File: src/sv/tdpt_pkg.sv
// ---------------------------------------------------------------------------
// tdpt_pkg
// Shared constants and types for the trial division prime test core.
// ---------------------------------------------------------------------------
package tdpt_pkg;

   // Default width of the candidate value
   localparam int VALUE_WIDTH_DEFAULT = 32;

   // Width of the first-divisor register and its reset value
   localparam int          CFG_WIDTH           = 8;
   localparam logic [7:0]  FIRST_DIVISOR_RESET = 8'd2;

   // Smallest meaningful trial divisor
   localparam logic [7:0]  MIN_DIVISOR         = 8'd2;

   // Status of the bit-serial divider, seen by the sequencer
   typedef struct packed {
      logic busy;       // division in progress
      logic done;       // quotient and remainder valid this cycle
      logic rem_zero;   // remainder of the finished division is zero
   } div_status_type;

endpackage

File: src/sv/tdpt_div.sv
// ---------------------------------------------------------------------------
// tdpt_div
// Bit-serial restoring divider. Produces one quotient bit per cycle while
// busy; done is high for a single cycle once the last bit is in. The
// divisor must stay stable while busy.
// ---------------------------------------------------------------------------
module tdpt_div #(
   parameter int VALUE_WIDTH = tdpt_pkg::VALUE_WIDTH_DEFAULT,
   parameter int DIV_WIDTH   = (VALUE_WIDTH + 1) / 2 + 1
) (
   input  logic                        clock,
   input  logic                        reset,
   input  logic                        start,
   input  logic [VALUE_WIDTH-1:0]      dividend,
   input  logic [DIV_WIDTH-1:0]        divisor,
   output logic [VALUE_WIDTH-1:0]      quotient,
   output tdpt_pkg::div_status_type    status
);

   localparam int CNT_WIDTH = $clog2(VALUE_WIDTH + 1);

   logic                   busy_ff,  busy_in;
   logic                   done_ff,  done_in;
   logic [CNT_WIDTH-1:0]   count_ff, count_in;
   logic [VALUE_WIDTH-1:0] quo_ff,   quo_in;
   logic [DIV_WIDTH-1:0]   rem_ff,   rem_in;

   logic [DIV_WIDTH:0]     shifted;
   logic [DIV_WIDTH:0]     divisor_ext;
   logic                   fits;

   // One restoring step: bring in the next dividend bit, subtract if it fits
   assign shifted     = {rem_ff, quo_ff[VALUE_WIDTH-1]};
   assign divisor_ext = {1'b0, divisor};
   assign fits        = (shifted >= divisor_ext);

   always_comb begin
      busy_in  = busy_ff;
      done_in  = 1'b0;
      count_in = count_ff;
      quo_in   = quo_ff;
      rem_in   = rem_ff;
      if (start && !busy_ff) begin
         busy_in  = 1'b1;
         count_in = CNT_WIDTH'(VALUE_WIDTH);
         quo_in   = dividend;
         rem_in   = '0;
      end else if (busy_ff) begin
         quo_in   = {quo_ff[VALUE_WIDTH-2:0], fits};
         if (fits) begin
            rem_in = DIV_WIDTH'(shifted - divisor_ext);
         end else begin
            rem_in = shifted[DIV_WIDTH-1:0];
         end
         count_in = count_ff - CNT_WIDTH'(1);
         if (count_ff == CNT_WIDTH'(1)) begin
            busy_in = 1'b0;
            done_in = 1'b1;
         end
      end
   end

   // Hold control state under reset; datapath needs none
   always_ff @(posedge clock) begin
      if (reset) begin
         busy_ff  <= 1'b0;
         done_ff  <= 1'b0;
         count_ff <= '0;
      end else begin
         busy_ff  <= busy_in;
         done_ff  <= done_in;
         count_ff <= count_in;
      end
      quo_ff <= quo_in;
      rem_ff <= rem_in;
   end

   assign quotient        = quo_ff;
   assign status.busy     = busy_ff;
   assign status.done     = done_ff;
   assign status.rem_zero = (rem_ff == '0);

endmodule

File: src/sv/trial_division_prime_test_core.sv
// ---------------------------------------------------------------------------
// trial_division_prime_test_core
// Answers whether an unsigned candidate is prime by trial division. A
// request is taken only while no test is running and no finished answer is
// waiting to enter the output register. One response bit follows each
// request. A finished response may wait in the output register while the
// next request is already being tested. Trial divisors run upward from 2
// through a bit-serial divider, which yields both remainder and quotient.
// The search ends at the first divisor leaving remainder zero, or once the
// quotient drops below the divisor. The number of divisors tried is s - 1
// for a candidate whose smallest factor is s, and floor(sqrt(candidate))
// for a prime, about 2^(VALUE_WIDTH/2) at worst. Candidates 0 and 1 skip
// the divider and go straight to the output state. A stall on the output
// register delays the response. A factor counts only when the largest
// proper divisor is at least the configured first divisor (values below 2
// act as 2).
// ---------------------------------------------------------------------------
module trial_division_prime_test_core #(
   parameter int VALUE_WIDTH = tdpt_pkg::VALUE_WIDTH_DEFAULT
) (
   input  logic                             clock,
   input  logic                             reset,
   // request channel
   input  logic                             req_valid,
   output logic                             req_ready,
   input  logic [VALUE_WIDTH-1:0]           req_candidate,
   // response channel
   output logic                             rsp_valid,
   input  logic                             rsp_ready,
   output logic                             rsp_is_prime,
   // configuration
   input  logic                             csr_write_en,
   input  logic [tdpt_pkg::CFG_WIDTH-1:0]   csr_first_divisor
);

   localparam int DIV_WIDTH = (VALUE_WIDTH + 1) / 2 + 1;

   // sequencer states
   localparam logic [1:0] S_IDLE = 2'd0;
   localparam logic [1:0] S_DIV  = 2'd1;
   localparam logic [1:0] S_OUT  = 2'd2;

   logic [1:0]                       state_ff,     state_in;
   logic [tdpt_pkg::CFG_WIDTH-1:0]   first_div_ff;
   logic [VALUE_WIDTH-1:0]           cand_ff,      cand_in;
   logic [DIV_WIDTH-1:0]             trial_ff,     trial_in;
   logic                             prime_ff,     prime_in;
   logic                             rsp_valid_ff, rsp_valid_in;
   logic                             rsp_prime_ff, rsp_prime_in;

   logic                             req_accept;
   logic                             div_start;
   logic [VALUE_WIDTH-1:0]           div_quotient;
   tdpt_pkg::div_status_type         div_status;
   logic [tdpt_pkg::CFG_WIDTH-1:0]   first_div_eff;
   logic                             quo_below_trial;
   logic                             quo_reaches_first;
   logic                             out_free;

   // Configuration register
   always_ff @(posedge clock) begin
      if (reset) begin
         first_div_ff <= tdpt_pkg::FIRST_DIVISOR_RESET;
      end else if (csr_write_en) begin
         first_div_ff <= csr_first_divisor;
      end
   end

   // Divisors below two act as two
   assign first_div_eff = (first_div_ff < tdpt_pkg::MIN_DIVISOR) ?
                          tdpt_pkg::MIN_DIVISOR : first_div_ff;

   assign req_ready  = (state_ff == S_IDLE);
   assign req_accept = req_valid && req_ready;
   assign out_free   = !rsp_valid_ff || rsp_ready;

   // Compare the finished quotient against the trial divisor and first divisor
   assign quo_below_trial   = (div_quotient < VALUE_WIDTH'(trial_ff));
   assign quo_reaches_first = (div_quotient >= VALUE_WIDTH'(first_div_eff));

   // Load the divider with the candidate that the sequencer is about to hold
   tdpt_div #(
      .VALUE_WIDTH (VALUE_WIDTH),
      .DIV_WIDTH   (DIV_WIDTH)
   ) u_div (
      .clock    (clock),
      .reset    (reset),
      .start    (div_start),
      .dividend (cand_in),
      .divisor  (trial_ff),
      .quotient (div_quotient),
      .status   (div_status)
   );

   // Sequencer: walk trial divisors, then hand the answer to the output
   always_comb begin
      state_in     = state_ff;
      cand_in      = cand_ff;
      trial_in     = trial_ff;
      prime_in     = prime_ff;
      div_start    = 1'b0;
      rsp_valid_in = rsp_valid_ff;
      rsp_prime_in = rsp_prime_ff;

      // drop the response once taken
      if (rsp_valid_ff && rsp_ready) begin
         rsp_valid_in = 1'b0;
      end

      unique case (state_ff)
         S_IDLE: begin
            if (req_accept) begin
               cand_in  = req_candidate;
               trial_in = DIV_WIDTH'(tdpt_pkg::MIN_DIVISOR);
               if (req_candidate[VALUE_WIDTH-1:1] == '0) begin
                  prime_in = 1'b0;
                  state_in = S_OUT;
               end else begin
                  state_in = S_DIV;
               end
            end
         end
         S_DIV: begin
            if (div_status.done) begin
               if (quo_below_trial) begin
                  prime_in = 1'b1;
                  state_in = S_OUT;
               end else if (div_status.rem_zero) begin
                  prime_in = !quo_reaches_first;
                  state_in = S_OUT;
               end else begin
                  trial_in = trial_ff + DIV_WIDTH'(1);
               end
            end
         end
         S_OUT: begin
            if (out_free) begin
               rsp_valid_in = 1'b1;
               rsp_prime_in = prime_ff;
               state_in     = S_IDLE;
            end
         end
         default: begin
            state_in = S_IDLE;
         end
      endcase

      // kick the divider on entry to a new trial
      if ((state_ff == S_IDLE && state_in == S_DIV) ||
          (state_ff == S_DIV && div_status.done && state_in == S_DIV)) begin
         div_start = 1'b1;
      end
   end

   always_ff @(posedge clock) begin
      if (reset) begin
         state_ff     <= S_IDLE;
         rsp_valid_ff <= 1'b0;
      end else begin
         state_ff     <= state_in;
         rsp_valid_ff <= rsp_valid_in;
      end
      cand_ff      <= cand_in;
      trial_ff     <= trial_in;
      prime_ff     <= prime_in;
      rsp_prime_ff <= rsp_prime_in;
   end

   assign rsp_valid    = rsp_valid_ff;
   assign rsp_is_prime = rsp_prime_ff;

   // A new division never starts while one is running
   assert property (@(posedge clock) disable iff (reset)
      div_start |-> !div_status.busy)
      else $error("divider started while busy");

   // After a start, the sequencer waits in the divide state with the divider busy
   assert property (@(posedge clock) disable iff (reset)
      div_start |=> state_ff == S_DIV && div_status.busy)
      else $error("divider not running after start");

   // Trial divisor stays in [2, 2^(DIV_WIDTH-1)]
   assert property (@(posedge clock) disable iff (reset)
      state_ff == S_DIV |-> trial_ff >= DIV_WIDTH'(2) &&
      (!trial_ff[DIV_WIDTH-1] || trial_ff[DIV_WIDTH-2:0] == '0))
      else $error("trial divisor out of range");

   // A response appears only from the output state
   assert property (@(posedge clock) disable iff (reset)
      $rose(rsp_valid) |-> $past(state_ff) == S_OUT)
      else $error("response raised outside output state");

endmodule
File: config.mk
export PLATFORM = sky130hd
export DESIGN_NAME = trial_division_prime_test_core
export DESIGN_NICKNAME = d
export VERILOG_FILES = /design/src/sv/tdpt_pkg.sv /design/src/sv/tdpt_div.sv /design/src/sv/trial_division_prime_test_core.sv
export SDC_FILE = /design/constraint.sdc
export NUM_CORES = 1
export LEC_CHECK = 0
export BUFFER_PORTS_ARGS = -buffer_cell sky130_fd_sc_hd__buf_2
export CORE_ASPECT_RATIO = 0.9
export CORE_MARGIN = 2
export CORE_UTILIZATION = 40
export CTS_BUF_LIST = sky130_fd_sc_hd__clkbuf_4 sky130_fd_sc_hd__clkbuf_8 sky130_fd_sc_hd__clkbuf_16
export CTS_CLUSTER_SIZE = 25
export DETAILED_ROUTE_END_ITERATION = 7
export GPL_TIMING_DRIVEN = 0
export PLACE_DENSITY = 0.57
export RECOVER_POWER = 100
export SLEW_MARGIN = 30
export SYNTH_ARGS = -nofsm -noshare
export SYNTH_HDL_FRONTEND = slang
export SYNTH_SLANG_ARGS = --single-unit
File: constraint.sdc
create_clock -name clock -period 9 [get_ports clock]
set_clock_uncertainty 0.15 [all_clocks]
set_input_delay 1.35 -clock clock [delete_from_list [all_inputs] [get_ports clock]]
set_output_delay 1.35 -clock clock [all_outputs]
set_load 0.005 [all_outputs]
==> flow_summary.ini <==
[final_layout]
mostFrequentLayoutCell = dfxtp_1
mostFrequentLayoutCells = dfxtp_1 (68), nor2_1 (51), edfxtp_1 (51)
stdcell_count = 901
drive_gt1_frac = 0.1412
area_growth_pct = 14.09
postLayoutCoreUtil = 0.4629
fin_nets = 771
antennaDiodeCount = 0
stdcell_area_sq_mm = 0.007416

[floorplan]
die_area_sq_mm = 0.01729
rows = 44
die_w_microns = 138.4
core-area_sq_mm = 0.01602
start_util = 0.4057
die_h_microns = 124.9
io_pins = 48

[place]
dp_cells = 869
pre_cts_ws_ns = 4.783
io_buffers = 45
placed_area_sq_mm = 0.006999
place.gp.congestion = 0.8890
place_hpwl_microns = 11630

[timing]
worst_slack_ns = 4.697
fmax_mhz = 232.4
relSlewSlack = 0.1353
setup_viol = 0
finalCritPeriodShare = 0.4781
post-route-min-period_ns = 4.303
finalSetupTns_ns = 0
finalHoldViolCount = 0
tightestPinTransition_ns = 1.296
slew_viol_final = 0
hold_ws_ns = 0.2761
rsz0062_at_grt = no

[critical_path]
crit_path_max_fanout = 32
r2r_setup_slack_ns = 4.84
path_cells = buf_2, nor4_1, nand4_1, nor2_1, nor2b_1, o221ai_1, and2_0, inv_1
r2r-start = u_div.quotient[14]
cp-start-kind = input port
cp.required_ns = 8.80
critPathKind = in2reg
crit_path_end_kind = register
r2r_cells = 8
arrival_ns = 4.10
r2r_end = u_div.quotient[24]
max_stage_delay_ns = 0.64
slowest_stage = inv_1

[min_path]
hp-class = reg2reg
holdPathStages = 0
hold_path_end = rsp_is_prime
timing.hold.worst.start = prime_ff

[grt]
grt_max_degree = 33
grt_pass1_wl_microns = 25030
grt_pass1_vias = 4908
grt_overflow = 0
grtUsageTotal = 0.1819
antenna_found_initial = 0

[clock_tree]
cts_resized = 0
cts-hold-fix-buffers = 0
clk_path_buf_depth = 2
insertion_delay_ns = 0.42
cts_buffers = 17
cts_tree = done
cts_max_level = 4
clk_pin_slew_worst_paths_ns = 0.05
cts_sinks = 119
cts_setup_buffers = 0
cts_root_buf = clkbuf_16

[power_and_ir_drop]
power_mw = 1.635
ir_drop_mv = 0.1611
p_leak_nw = 2.953
power_density_mw_per_mm2 = 220.5

[drt]
drtIter0Drc = 299
num_vias = 4900
antenna_left = 0
drt-pass1-iter-count = 4
drc = 0
wl_per_cell_microns = 17.07
wirelength_microns = 15380
routed_via_density = 5.438

[yosys]
synth_nets = 706
ys.flop_type = dfxtp_1
synth_edf_count = 51
ys_seq_area_frac = 0.4450
synth_warnings = 0
syn-instance-count = 616
async_reset_ff_frac = 0
synth_cell_types = 55
avgSynthCellArea_sq_um = 10.55
ys_ff_latch = 119
syn_area_sq_mm = 0.006500

[flow_run]
max-cap-violations = 0

[status]
outcome = finished, final reports clean
logic make-up (layout without fill, tap and decap cells):
kind of cell,Yosys count,in the layout,share of synthesized area
buf+inv,55,133,0.03600
fa+ha+maj,45,45,0.08778
mux,73,73,0.1388
compound gates,111,111,0.1086
xor+xnor,28,28,0.03773
flops,119,119,0.4450
simple gates,185,185,0.1461
worst max-delay path, delay by kind of cell:
kind                   cells  cell delay [ns]
buffers and inverters      2             0.76
AO/OA/AOI/OAI              1             0.47
AND/OR/NAND/NOR            5             1.51
how the worst max path moves through the flow:
stage                 startpoint                 end  slack, ns  cells past startpoint
6_report        req_candidate[1]  u_div.quotient[10]       4.70                      8
2_1_floorplan          req_valid   u_div.quotient[0]       5.43                      6
3_3_place_gp   req_candidate[23]  u_div.quotient[13]       4.45                      8
5_1_grt        req_candidate[30]   u_div.quotient[8]       4.51                      8
3_5_place_dp   req_candidate[30]  u_div.quotient[15]       4.78                      8
4_1_cts        req_candidate[30]   u_div.quotient[8]       5.22                      8
state kept, by name (all words and copies together), names as in the netlist:
signal / cells
cand_ff: 32
first_div_ff: 8
prime_ff: 1
rsp_is_prime: 1
rsp_valid: 1
state_ff: 2
trial_ff: 17
u_div.busy_ff: 1
u_div.count_ff: 6
u_div.done_ff: 1
u_div.quotient: 32
u_div.rem_ff: 17
power breakdown:
| group | switching (mW) | leakage (nW) | internal (mW) | total, mW |
|---|---|---|---|---|
| combinational | 0.156 | 1.60 | 0.123 | 0.279 |
| clock | 0.258 | 0.282 | 0.412 | 0.670 |
| sequential | 0.0425 | 1.07 | 0.644 | 0.687 |
| total | 0.456 | 2.95 | 1.18 | 1.64 |
area by class of cell:
type	instances	area, sq um
tap	207	259.0
fill	1530	8605
inverter	34	127.6
timing repair buffer	46	227.7
sequential	119	2893
clock inverter	14	150.1
multi-input combinational	442	3244
clock buffer	18	432.9
buffer	21	81.33
routing by layer:
layer  vias up  part of all wire  global-route usage
met5         -                 0                   0
met1      2386              0.48              0.2430
met3        13             0.041             0.05017
li1       2396                 -                   -
met2       105              0.47              0.2927
met4         0             0.011             0.04862
synthesized netlist by cell type, types with 2 or more instances:
master     count  share of area
dfxtp_1       68           0.21
edfxtp_1      51           0.24
nor2_1        50          0.029
ha_1          44          0.085
mux2_2        37          0.064
a21oi_1       35          0.027
inv_1         34          0.020
nand3_1       30          0.023
o21ai_0       30          0.023
nand2_1       26          0.015
mux2_4        25          0.058
xnor2_1       22          0.030
nor4_1        16          0.015
nor3_1        14          0.011
nor2b_1       12          0.012
mux2i_1       11          0.017
clkbuf_1      10         0.0058
nand4_1       10         0.0096
a21o_1         7         0.0081
nand2b_1       7         0.0067
a211oi_1       6         0.0069
xor2_1         6         0.0081
a31oi_1        5         0.0048
and2_1         5         0.0048
buf_1          4         0.0023
buf_2          4         0.0031
o21a_1         4         0.0046
buf_6          3         0.0052
o211ai_1       3         0.0035
o31a_1         3         0.0040
or3_1          3         0.0029
a211o_1        2         0.0027
a221o_1        2         0.0031
a32oi_1        2         0.0027
and3_1         2         0.0019
o2111ai_1      2         0.0027
o21ai_1        2         0.0015
or4_1          2         0.0023
No activity file was read; power rests on OpenSTA's default activity.
